### src/rtl/ypdt_pkg.sv
// shared types and constants for the yaw pid differential thrust unit
`default_nettype none

package ypdt_pkg;

  // heading in 1/64 degree
  localparam int HALF_TURN     = 11520;
  localparam int FULL_TURN     = 23040;
  localparam int OFFSET_SAMPLE = 5;
  localparam int COUNT_MAX     = 20;

  // thrust dead-band, q8.8
  localparam int STILL_OFFSET = 538;
  localparam int MOVE_OFFSET  = 1126;
  localparam int MOVE_LIMIT   = 563;
  localparam int THRUST_MAX   = 8388607;
  localparam int THRUST_MIN   = -8388608;

  localparam logic CMD_SAMPLE = 1'b0;
  localparam logic CMD_TICK   = 1'b1;

  typedef enum logic [2:0] {
    CFG_ENABLE = 3'd0,
    CFG_TARGET = 3'd1,
    CFG_SPEED  = 3'd2,
    CFG_GAIN_P = 3'd3,
    CFG_GAIN_I = 3'd4,
    CFG_GAIN_D = 3'd5
  } cfg_index_t;

  typedef struct packed {
    logic               cmd;
    logic signed [15:0] heading_raw;
  } in_word_t;

  typedef struct packed {
    logic               kind;
    logic        [14:0] heading;
    logic signed [23:0] left_thrust;
    logic signed [23:0] right_thrust;
  } out_word_t;

  typedef struct packed {
    logic               enable;
    logic        [14:0] target_heading;
    logic signed [15:0] forward_speed;
    logic signed [15:0] gain_p;
    logic signed [15:0] gain_i;
    logic signed [15:0] gain_d;
  } cfg_t;

  // what travels alongside the arithmetic through every stage
  typedef struct packed {
    logic        kind;
    logic [14:0] heading;
    logic        active;
  } tag_t;

  typedef struct packed {
    tag_t               tag;
    logic signed [15:0] err;
    logic signed [31:0] integ;
    logic signed [16:0] diff;
  } front_t;

  typedef struct packed {
    tag_t               tag;
    logic signed [31:0] prod_p;
    logic signed [47:0] prod_i;
    logic signed [32:0] prod_d;
  } prod_t;

  typedef struct packed {
    tag_t               tag;
    logic signed [43:0] pid;
  } sum_t;

  typedef struct packed {
    logic a;
    logic b;
    logic c;
    logic d;
  } stage_load_t;

endpackage

`default_nettype wire

### src/rtl/yaw_pid_differential_thrust_unit.sv
// top level: heading-hold pid with differential thrust output
// latency: an accepted word passes the front, product, sum and result registers to out_data
// throughput: one word per cycle while out_ready is high; four stages, each able to stall
// the heading and integrator state update in the accept cycle, so back-to-back words chain
// reset (synchronous, active high) empties the pipeline and clears the controller state;
// target heading resets to 180 degrees, the other config fields and state to zero
`default_nettype none

module yaw_pid_differential_thrust_unit (
  input  wire logic                clk,
  input  wire logic                rst,
  input  wire logic                in_valid,
  output logic                     in_ready,
  input  wire ypdt_pkg::in_word_t  in_data,
  output logic                     out_valid,
  input  wire logic                out_ready,
  output ypdt_pkg::out_word_t      out_data,
  input  wire logic                cfg_valid,
  output logic                     cfg_ready,
  input  wire logic [2:0]          cfg_index,
  input  wire logic [15:0]         cfg_data
);

  ypdt_pkg::cfg_t        cfg;
  ypdt_pkg::front_t      front;
  ypdt_pkg::sum_t        sum;
  ypdt_pkg::stage_load_t load;

  logic valid_a, valid_b, valid_c, valid_d;
  logic ready_a, ready_b, ready_c, ready_d;

  // a stage takes a new word when empty or when its word moves on
  always_comb begin
    ready_d = !valid_d || out_ready;
    ready_c = !valid_c || ready_d;
    ready_b = !valid_b || ready_c;
    ready_a = !valid_a || ready_b;
    load.a  = in_valid && ready_a;
    load.b  = valid_a && ready_b;
    load.c  = valid_b && ready_c;
    load.d  = valid_c && ready_d;
  end

  assign in_ready  = ready_a;
  assign out_valid = valid_d;

  always_ff @(posedge clk) begin
    if (rst) begin
      valid_a <= 1'b0;
      valid_b <= 1'b0;
      valid_c <= 1'b0;
      valid_d <= 1'b0;
    end else begin
      if (ready_a) valid_a <= in_valid;
      if (ready_b) valid_b <= valid_a;
      if (ready_c) valid_c <= valid_b;
      if (ready_d) valid_d <= valid_c;
    end
  end

  ypdt_cfg u_cfg (
    .clk       (clk),
    .rst       (rst),
    .cfg_valid (cfg_valid),
    .cfg_ready (cfg_ready),
    .cfg_index (cfg_index),
    .cfg_data  (cfg_data),
    .cfg       (cfg)
  );

  ypdt_front u_front (
    .clk     (clk),
    .rst     (rst),
    .load    (load.a),
    .in_data (in_data),
    .cfg     (cfg),
    .front   (front)
  );

  ypdt_pid u_pid (
    .clk       (clk),
    .load_prod (load.b),
    .load_sum  (load.c),
    .front     (front),
    .cfg       (cfg),
    .sum       (sum)
  );

  ypdt_mix u_mix (
    .clk           (clk),
    .load          (load.d),
    .sum           (sum),
    .forward_speed (cfg.forward_speed),
    .out_word      (out_data)
  );

  a_report_no_thrust: assert property (@(posedge clk) disable iff (rst)
    (out_valid && out_data.kind == ypdt_pkg::CMD_SAMPLE) |->
      (out_data.left_thrust == 24'sd0 && out_data.right_thrust == 24'sd0))
    else $error("heading report carries thrust");

endmodule

`default_nettype wire

### src/rtl/ypdt_cfg.sv
// configuration register file
`default_nettype none

module ypdt_cfg (
  input  wire logic           clk,
  input  wire logic           rst,
  input  wire logic           cfg_valid,
  output logic                cfg_ready,
  input  wire logic [2:0]     cfg_index,
  input  wire logic [15:0]    cfg_data,
  output ypdt_pkg::cfg_t      cfg
);

  ypdt_pkg::cfg_t cfg_q;

  assign cfg_ready = 1'b1;
  assign cfg       = cfg_q;

  always_ff @(posedge clk) begin
    if (rst) begin
      cfg_q.enable         <= 1'b0;
      cfg_q.target_heading <= 15'(ypdt_pkg::HALF_TURN);
      cfg_q.forward_speed  <= '0;
      cfg_q.gain_p         <= '0;
      cfg_q.gain_i         <= '0;
      cfg_q.gain_d         <= '0;
    end else if (cfg_valid && cfg_ready) begin
      case (ypdt_pkg::cfg_index_t'(cfg_index))
        ypdt_pkg::CFG_ENABLE: cfg_q.enable         <= cfg_data[0];
        ypdt_pkg::CFG_TARGET: cfg_q.target_heading <= cfg_data[14:0];
        ypdt_pkg::CFG_SPEED:  cfg_q.forward_speed  <= $signed(cfg_data);
        ypdt_pkg::CFG_GAIN_P: cfg_q.gain_p         <= $signed(cfg_data);
        ypdt_pkg::CFG_GAIN_I: cfg_q.gain_i         <= $signed(cfg_data);
        ypdt_pkg::CFG_GAIN_D: cfg_q.gain_d         <= $signed(cfg_data);
        default: ;
      endcase
    end
  end

endmodule

`default_nettype wire

### src/rtl/ypdt_front.sv
// heading and integrator state, first pipeline register
`default_nettype none

module ypdt_front (
  input  wire logic               clk,
  input  wire logic               rst,
  input  wire logic               load,
  input  wire ypdt_pkg::in_word_t in_data,
  input  wire ypdt_pkg::cfg_t     cfg,
  output ypdt_pkg::front_t        front
);

  logic        [4:0]  sample_count;
  logic signed [15:0] heading_offset;
  logic        [14:0] current_heading;
  logic signed [31:0] error_integral;
  logic signed [15:0] last_error;
  ypdt_pkg::front_t   front_q;

  logic signed [15:0] raw;
  logic signed [15:0] offset_use;
  logic signed [17:0] d0, d1, d2, d3;
  logic        [14:0] heading_next;
  logic signed [15:0] err;
  logic signed [32:0] sum;
  logic signed [31:0] integ_next;
  logic signed [16:0] diff;
  logic               is_sample;
  logic               active;
  logic               take_offset;

  always_comb begin
    raw         = $signed(in_data.heading_raw);
    take_offset = (sample_count == 5'(ypdt_pkg::OFFSET_SAMPLE));
    offset_use  = take_offset ? raw : heading_offset;
    // re-centre, one wrap each way, then clamp
    d0 = 18'(raw) - 18'(offset_use) + 18'(ypdt_pkg::HALF_TURN);
    d1 = (d0 < 18'sd0) ? d0 + 18'(ypdt_pkg::FULL_TURN) : d0;
    d2 = (d1 > 18'(ypdt_pkg::FULL_TURN)) ? d1 - 18'(ypdt_pkg::FULL_TURN) : d1;
    if (d2 < 18'sd0) begin
      d3 = 18'sd0;
    end else if (d2 > 18'(ypdt_pkg::FULL_TURN)) begin
      d3 = 18'(ypdt_pkg::FULL_TURN);
    end else begin
      d3 = d2;
    end
    heading_next = d3[14:0];

    is_sample = (in_data.cmd == ypdt_pkg::CMD_SAMPLE);
    active    = (in_data.cmd == ypdt_pkg::CMD_TICK) && cfg.enable;

    err  = $signed({1'b0, cfg.target_heading}) - $signed({1'b0, current_heading});
    sum  = 33'(error_integral) + 33'(err);
    // saturate integral to 32-bit signed
    if (sum[32] != sum[31]) begin
      integ_next = sum[32] ? 32'sh8000_0000 : 32'sh7fff_ffff;
    end else begin
      integ_next = sum[31:0];
    end
    diff = 17'(err) - 17'(last_error);
  end

  always_ff @(posedge clk) begin
    if (rst) begin
      sample_count    <= '0;
      heading_offset  <= '0;
      current_heading <= '0;
      error_integral  <= '0;
      last_error      <= '0;
    end else if (load) begin
      if (is_sample) begin
        if (take_offset) begin
          heading_offset <= raw;
        end
        if (sample_count < 5'(ypdt_pkg::COUNT_MAX)) begin
          sample_count <= sample_count + 5'd1;
        end
        current_heading <= heading_next;
      end else if (active) begin
        error_integral <= integ_next;
        last_error     <= err;
      end
    end
  end

  always_ff @(posedge clk) begin
    if (load) begin
      front_q.tag.kind    <= in_data.cmd;
      front_q.tag.heading <= is_sample ? heading_next : current_heading;
      front_q.tag.active  <= active;
      front_q.err         <= err;
      front_q.integ       <= integ_next;
      front_q.diff        <= diff;
    end
  end

  assign front = front_q;

  a_count_bound: assert property (@(posedge clk) disable iff (rst)
    sample_count <= 5'(ypdt_pkg::COUNT_MAX))
    else $error("sample count past its limit");

  a_heading_bound: assert property (@(posedge clk) disable iff (rst)
    current_heading <= 15'(ypdt_pkg::FULL_TURN))
    else $error("stored heading out of range");

  a_offset_capture: assert property (@(posedge clk) disable iff (rst)
    (load && is_sample && take_offset) |=>
      (heading_offset == $past(in_data.heading_raw) &&
       current_heading == 15'(ypdt_pkg::HALF_TURN)))
    else $error("zero offset not taken on the sixth sample");

endmodule

`default_nettype wire

### src/rtl/ypdt_pid.sv
// pid products and their sum, two pipeline registers
`default_nettype none

module ypdt_pid (
  input  wire logic             clk,
  input  wire logic             load_prod,
  input  wire logic             load_sum,
  input  wire ypdt_pkg::front_t front,
  input  wire ypdt_pkg::cfg_t   cfg,
  output ypdt_pkg::sum_t        sum
);

  ypdt_pkg::prod_t    prod_q;
  ypdt_pkg::sum_t     sum_q;
  logic signed [49:0] total;

  always_ff @(posedge clk) begin
    if (load_prod) begin
      prod_q.tag    <= front.tag;
      prod_q.prod_p <= $signed(cfg.gain_p) * $signed(front.err);
      prod_q.prod_i <= 48'($signed(cfg.gain_i)) * 48'($signed(front.integ));
      prod_q.prod_d <= 33'($signed(cfg.gain_d)) * 33'($signed(front.diff));
    end
  end

  always_comb begin
    total = 50'($signed(prod_q.prod_p)) + 50'($signed(prod_q.prod_i))
          + 50'($signed(prod_q.prod_d));
  end

  always_ff @(posedge clk) begin
    if (load_sum) begin
      sum_q.tag <= prod_q.tag;
      // arithmetic shift gives the floor of total / 64
      sum_q.pid <= total[49:6];
    end
  end

  assign sum = sum_q;

endmodule

`default_nettype wire

### src/rtl/ypdt_mix.sv
// differential split, dead-band and saturation into the result register
`default_nettype none

module ypdt_mix (
  input  wire logic           clk,
  input  wire logic           load,
  input  wire ypdt_pkg::sum_t sum,
  input  wire logic signed [15:0] forward_speed,
  output ypdt_pkg::out_word_t out_word
);

  ypdt_pkg::out_word_t out_q;
  logic signed [46:0]  left_raw, right_raw;
  logic signed [23:0]  left_sat, right_sat;
  logic                speed_zero, speed_pos;

  function automatic logic signed [23:0] shape(input logic signed [46:0] v,
                                               input logic zero, input logic pos);
    logic signed [46:0] t;
    begin
      t = v;
      if (zero) begin
        if (v < 47'sd0) begin
          t = v - 47'(ypdt_pkg::STILL_OFFSET);
        end else if (v > 47'sd0) begin
          t = v + 47'(ypdt_pkg::STILL_OFFSET);
        end
      end else if (pos) begin
        if (v <= 47'(ypdt_pkg::MOVE_LIMIT)) begin
          t = v - 47'(ypdt_pkg::MOVE_OFFSET);
        end
      end
      if (t > 47'(ypdt_pkg::THRUST_MAX)) begin
        shape = 24'(ypdt_pkg::THRUST_MAX);
      end else if (t < 47'(ypdt_pkg::THRUST_MIN)) begin
        shape = 24'(ypdt_pkg::THRUST_MIN);
      end else begin
        shape = t[23:0];
      end
    end
  endfunction

  always_comb begin
    speed_zero = (forward_speed == 16'sd0);
    speed_pos  = !forward_speed[15] && !speed_zero;
    left_raw   = 47'(forward_speed) - 47'($signed(sum.pid));
    right_raw  = 47'(forward_speed) + 47'($signed(sum.pid));
    left_sat   = shape(left_raw, speed_zero, speed_pos);
    right_sat  = shape(right_raw, speed_zero, speed_pos);
  end

  always_ff @(posedge clk) begin
    if (load) begin
      out_q.kind         <= sum.tag.kind;
      out_q.heading      <= sum.tag.heading;
      out_q.left_thrust  <= sum.tag.active ? left_sat : 24'sd0;
      out_q.right_thrust <= sum.tag.active ? right_sat : 24'sd0;
    end
  end

  assign out_word = out_q;

endmodule

`default_nettype wire

### config.mk
export PLATFORM = sky130hd
export DESIGN_NAME = yaw_pid_differential_thrust_unit
export DESIGN_NICKNAME = d
export VERILOG_FILES = /design/src/rtl/ypdt_pkg.sv /design/src/rtl/yaw_pid_differential_thrust_unit.sv /design/src/rtl/ypdt_cfg.sv /design/src/rtl/ypdt_front.sv /design/src/rtl/ypdt_pid.sv /design/src/rtl/ypdt_mix.sv
export SDC_FILE = /design/constraint.sdc
export NUM_CORES = 2
export LEC_CHECK = 0
export BUFFER_PORTS_ARGS = -buffer_cell sky130_fd_sc_hd__buf_4
export CAP_MARGIN = 20
export CELL_PAD_IN_SITES_DETAIL_PLACEMENT = 1
export CELL_PAD_IN_SITES_GLOBAL_PLACEMENT = 2
export CORE_UTILIZATION = 40
export DETAILED_ROUTE_END_ITERATION = 10
export PLACE_DENSITY = 0.81
export SETUP_SLACK_MARGIN = 0.1
export SLEW_MARGIN = 25
export SYNTH_ARGS = -nofsm -noshare
export SYNTH_HDL_FRONTEND = slang
export SYNTH_SLANG_ARGS = --single-unit
export TNS_END_PERCENT = 50
### constraint.sdc
create_clock -name clk -period 9.6 [get_ports clk]
set_input_delay 1.92 -clock clk [delete_from_list [all_inputs] [get_ports clk]]
set_output_delay 1.92 -clock clk [all_outputs]
set_load 0.1 [all_outputs]
Yosys cells after proc, flatten, opt, wreduce, memory -nomap -nowiden --
Index checks and enable logic that the tools add are counted.
Storage, ports and cells: bits in registers 505, word-level logic and storage cells 133, output and inout bits 67
Operators by class: $mul 3, order comparisons 15, add/sub/neg operators 18, reduce and logical (&&, ||, !) cells 29, eq/ne operators 7, bitwise gates (word level) 2, mux-type cells 22
Operators with widths (count):
- $mux W47 | 10
- $add A47 B11 Y47 const B | 2
- $gt A47 B1 Y1 const B | 2
- $gt A47 B24 Y1 const B | 2
- $le A47 B11 Y1 const B | 2
- $lt A47 B1 Y1 const B | 2
- $lt A47 B24 Y1 const B | 2
- $sub A47 B11 Y47 const B | 2
- $sub A47 B12 Y47 const B | 2
- $mux W32 | 2
- $add A49 B33 Y50 | 1
- $add A32 B48 Y49 | 1
- $mul A16 B32 Y48 | 1
- $mux W24 | 2
- $mux W23 | 2
- $add A16 B44 Y45 | 1
- $mux W15 | 3
- $sub A16 B44 Y45 | 1
- $gt A18 B16 Y1 const B | 2
- $lt A18 B1 Y1 const B | 2
- $mux W18 | 2
- $sub A16 B16 Y17 | 2
- $add A32 B16 Y33 | 1
- $mul A16 B17 Y33 | 1
- other kinds (22) | 46

Logic depth before layout (Yosys ltp) --
depth after elaboration 12, gate-level depth with buffers 34

By module --
From an unflattened synthesis, not the netlist that was laid out.
Second synthesis, totals: cells, all modules 8623, area total of the unflattened synthesis 77416.7 um^2
Modules (own cells, without submodules):
- ypdt_pid | area an instance 46900.0 um^2, cells an instance 4839, seq. area each 5735.5 um^2, times used 1
- ypdt_mix | area an instance 16007.9 um^2, cells an instance 2271, seq. area each 1921.8 um^2, times used 1
- ypdt_front | area an instance 11088.1 um^2, cells an instance 1202, seq. area each 4144.0 um^2, times used 1
- ypdt_cfg | area an instance 3230.6 um^2, cells an instance 290, seq. area each 1601.5 um^2, times used 1
- yaw_pid_differential_thrust_unit | area an instance 190.2 um^2, cells an instance 21, seq. area each 80.1 um^2, times used 1

Worst setup path after synthesis --
OpenSTA, ideal clock, no wires.
kind input to register, start input port out_ready, end register u_pid.prod_q[0] (netlist name), enable pin, stages 3, setup time 636 ps, path buffers 0, path slack 1002 ps, arrival 7961 ps, cells stage by stage nor2b_1 -> and3_1 -> nor2b_1
Between the ends: word-level cells in the longest chain between the ends 4
RTL lines:
- from (decl) | RTL line yaw_pid_differential_thrust_unit.sv:16 | input wire logic out_ready,
- $logic_or A1 B1 Y1 | RTL line yaw_pid_differential_thrust_unit.sv:34 | ready_d = !valid_d || out_ready;
- $logic_or A1 B1 Y1 | RTL line yaw_pid_differential_thrust_unit.sv:35 | ready_c = !valid_c || ready_d;
- $logic_or A1 B1 Y1 | RTL line yaw_pid_differential_thrust_unit.sv:36 | ready_b = !valid_b || ready_c;
- $logic_and A1 B1 Y1 | RTL line yaw_pid_differential_thrust_unit.sv:39 | load.b = valid_a && ready_b;
- net u_pid.load_prod | RTL line ypdt_pid.sv:6 | input wire logic load_prod,
- to (decl) | RTL line ypdt_pid.sv:13 | ypdt_pkg::prod_t prod_q;
The timed path passes the listed nets, and every way through them passes these cells. A chain may end at the register's enable or synchronous reset.

Worst setup path in the final report --
start register u_cfg.cfg_q (netlist bit u_cfg.cfg[17]), end register u_pid.prod_q[78] (netlist name) (data pin)
Between the ends: word-level cells in the longest chain between the ends 1
RTL lines:
- from (decl) | RTL line ypdt_cfg.sv:14 | ypdt_pkg::cfg_t cfg_q;
- $mul A16 B32 Y48 | RTL line ypdt_pid.sv:21 | prod_q.prod_i <= 48'($signed(cfg.gain_i)) * 48'($signed(front.integ));
No other way between the ends.

==> results.py <==
metrics = {
    "floorplanning": {
        "core_um2": 182000,
        "die_area_um2": 185000,
        "chipHeight_um": 431,
        "pin_count": 108,
        "fp.dieW_um": 431,
        "rows": 156,
        "initial_core_util_pct": 40.4,
    },
    "worst_setup_path": {
        "cp-end-kind": "flip-flop",
        "r2r-end": "u_pid.prod_q[78]$_DFFE_PP_",
        "startpoint": "u_cfg.cfg[17]$_SDFFE_PP0P_",
        "critPathKind": "reg2reg",
        "start_kind": "flip-flop",
        "worstReg2RegStart": "u_cfg.cfg[17]$_SDFFE_PP0P_",
        "crit_required_ps": 10060,
        "regToRegSetupSlack_ps": 880,
        "rr_worst_depth": 26,
        "arrival_ps": 9170,
        "critical_path_peak_fanout": 21,
    },
    "worst_hold_path": {
        "hold_end": "u_mix.out_word[50]$_DFFE_PP_",
        "holdPathStages": 0,
        "holdCritStartpoint": "u_pid.sum[47]$_DFFE_PP_",
        "holdCritPathClass": "reg2reg",
    },
    "job": {
        "maxCapViolations": 0,
    },
    "clock_tree": {
        "cts_setup_buffers": 0,
        "cts.path.max_buffers": 3,
        "cts_tree": "done",
        "cts-root-buf": "clkbuf_16",
        "ctsHoldBuffers": 0,
        "cts_num_sinks": 505,
        "cts-buffers-inserted": 67,
        "h-tree-depth": 3,
        "clk-insertion-delay-late_ps": 720,
        "clkTransAtPathRegs_ps": 80,
        "cts_resized": 0,
    },
    "synth": {
        "syn-num-nets": 9810,
        "yosys_warnings": 0,
        "synth_cells": 8186,
        "syn_avg_cell_area_um2": 8.98,
        "synth_ff_type": "edfxtp_1",
        "synth-seq-area-share_pct": 18.3,
        "synth_edf_count": 337,
        "synth_seq_cells": 505,
        "synthDistinctLibCells": 103,
        "ys_async_sr_fraction_pct": 0,
        "synth.cell_area_um2": 73500,
    },
    "routing": {
        "drtAntennaViolNets": 0,
        "dr.pass1.iters": 6,
        "viasPerCell": 5.59,
        "drc": 0,
        "wirelength_mm": 248,
        "drt-initial-drc-count": 3620,
        "vias": 59700,
        "wl_per_cell_um": 23.2,
    },
    "power_and_ir_drop": {
        "internal_power_mw": 6.80,
        "p_total_mw": 12.9,
        "seq_power_share_pct": 27.7,
        "combPwrFrac_pct": 51.6,
        "pwr-share-clk_pct": 20.8,
        "cellLeakagePower_nw": 34.2,
        "p_sw_share_pct": 47.4,
        "p_sw_mw": 6.13,
        "p_per_area_nw_per_um2": 162,
        "peakVddDrop_mv": 0.140,
    },
    "timing": {
        "final.setup.worst_slack_ps": 883,
        "timing.final.crit_share_pct": 90.8,
        "final-hold-violation-count": 0,
        "tightest_slew_ps": 1170,
        "period_minus_slack_ps": 8720,
        "fin_tns_setup_ps": 0,
        "whs_ps": 415,
        "finalMaxSlewViolations": 0,
        "clock_skew_ps": 55.4,
        "slew_headroom_pct": 21.2,
        "setup_viol": 0,
        "fmax_mhz": 115,
        "rsz0062_at_grt": "false",
    },
    "global_routing": {
        "grt_max_degree": 131,
        "groute.usage.overall_pct": 27.0,
        "antenna_found_initial": 13,
        "grt-ovfl-total": 0,
        "grt_pass1_vias": 65100,
        "grt_pass1_wl_mm": 387,
    },
    "placed_design": {
        "placed_cells": 10600,
        "dp_hpwl_mm": 199,
        "gp_congestion": 0.922,
        "dp_worst_setup_slack_ps": 463,
        "io_buffers": 106,
    },
    "layout": {
        "nFillCells": 21000,
        "final_cell_mix": "1225 x inv_1, 1077 x fa_1, 1070 x nand2_1",
        "nets": 9803,
        "layout-drive-gt1-share_pct": 5.70,
        "layoutNonFillerInstCount": 10700,
        "area_delta_synth_final_pct": 8.34,
        "final_common_cell": "inv_1",
    },
    "outcome": {
        "status": "completed",
    },
}
[worst max path at each step]
stage	end	slack (ps)	cells past startpoint
after detailed placement	u_front.front[75]$_DFFE_PP_	460	23
final	u_pid.prod_q[78]$_DFFE_PP_	880	26
after CTS	u_pid.prod_q[78]$_DFFE_PP_	880	26
after global routing	u_pid.prod_q[78]$_DFFE_PP_	350	26
after floorplan	u_pid.prod_q[0]$_DFFE_PP_	1000	3
after global placement	u_front.front[75]$_DFFE_PP_	770	22
[final cells by class]
class                   count  area, um^2  area share [%]
diodes                      1        2.50         0.00314
multi-input cells        6131       54300            68.2
repair buffers            243        1870            2.35
well taps                2449        3060            3.85
clock buffers              81        1790            2.25
clock inverters            41         514           0.646
flip-flops and latches    505       13500            16.9
inverters                1231        4620            5.80
[per-layer routing]
metal / up-vias / part of all wire (%) / wire length, um / track usage [%]
met5: - / 0.0085 / 21 / 0
met4: 4 / 3.6 / 8870 / 8.76
met3: 348 / 4.8 / 12000 / 3.18
met2: 1425 / 47 / 117000 / 45.1
met1: 31000 / 44 / 110000 / 36.4
li1: 27000 / - / - / -
[per-stage QoR]
stage,cell area [um^2],utilization [%]
floorplan,73500,-
global placement,77200,42.5
detailed placement,77300,42.5
CTS,79600,43.8
global route,79600,43.8
finish,79600,43.8
[cell families after synthesis]
kind of cell             Yosys count  synth area share, %
other                              1              0.00510
flip-flops                       505                 18.3
AO/OA/AOI/OAI                   1324                 12.1
multiplexers                      51                0.713
XOR/XNOR                         358                 4.28
AND/OR/NAND/NOR                 2814                 18.7
buffers and inverters           1550                 7.97
adder cells (fa/ha/maj)         1583                 37.9
[cells in the mapped netlist (34+ instances only)]
| cell | instances | area share (%) |
|---|---|---|
| inv_1 | 1226 | 6.3 |
| fa_1 | 1077 | 29 |
| nand2_1 | 1070 | 5.5 |
| ha_1 | 506 | 8.6 |
| nor2_1 | 446 | 2.3 |
| and2_1 | 418 | 3.6 |
| a21oi_1 | 405 | 2.8 |
| edfxtp_1 | 337 | 14 |
| xnor2_1 | 287 | 3.4 |
| clkbuf_1 | 279 | 1.4 |
| o21ai_0 | 195 | 1.3 |
| dfxtp_1 | 168 | 4.6 |
| nand3_1 | 156 | 1.1 |
| nor3_1 | 154 | 1.0 |
| nand2b_1 | 112 | 0.95 |
| a21o_1 | 75 | 0.77 |
| a211oi_1 | 72 | 0.74 |
| xor2_1 | 70 | 0.83 |
| nor4_1 | 65 | 0.55 |
| nor2b_1 | 62 | 0.53 |
| nand4_1 | 56 | 0.48 |
| o21bai_1 | 51 | 0.52 |
| or3_1 | 51 | 0.43 |
| o21a_1 | 49 | 0.50 |
| a31oi_1 | 43 | 0.37 |
| and3_1 | 43 | 0.37 |
| or2_2 | 41 | 0.35 |
| mux2i_1 | 40 | 0.54 |
| o211ai_1 | 36 | 0.37 |
| o31ai_1 | 34 | 0.35 |
[power by group through the flow]
stage          clock, mW  combinational (mW)  sequential (mW)
5_1_grt             2.82                7.35             3.61
3_3_place_gp           0                6.42             3.58
3_5_place_dp           0                6.62             3.60
6_report            2.68                6.67             3.58
2_1_floorplan          0                4.63             3.11
4_1_cts             2.75                6.67             3.56
[flip-flops by register name, summed over array words and instances, names as in the netlist]
name                     count
valid_a                      1
u_front.last_error          16
u_front.sample_count         5
u_pid.prod_q               130
valid_b                      1
out_valid                    1
u_front.error_integral      32
valid_c                      1
u_front.heading_offset      16
u_pid.sum                   61
u_front.current_heading     15
u_front.front               82
u_mix.out_word              64
u_cfg.cfg                   80
[critical path, stage by stage, from the launching register on]
cell and delay, ps:
dfxtp_1 570, buf_4 440, nand2_1 140, fa_1 560, inv_1 60, fa_1 570, fa_1 450, fa_1 550
inv_1 50, fa_1 470, inv_1 50, fa_1 450, ha_1 340, nor2b_1 150, a31oi_1 260, a2111oi_0 230
o41a_1 460, o211ai_1 250, a31oi_1 190, a41oi_1 390, o211ai_1 170, a21oi_1 300, o21ai_0 150, and4_1 210
a2111oi_0 620, a21oi_1 190, xor2_1 170
(Power assumes the default switching activity.)
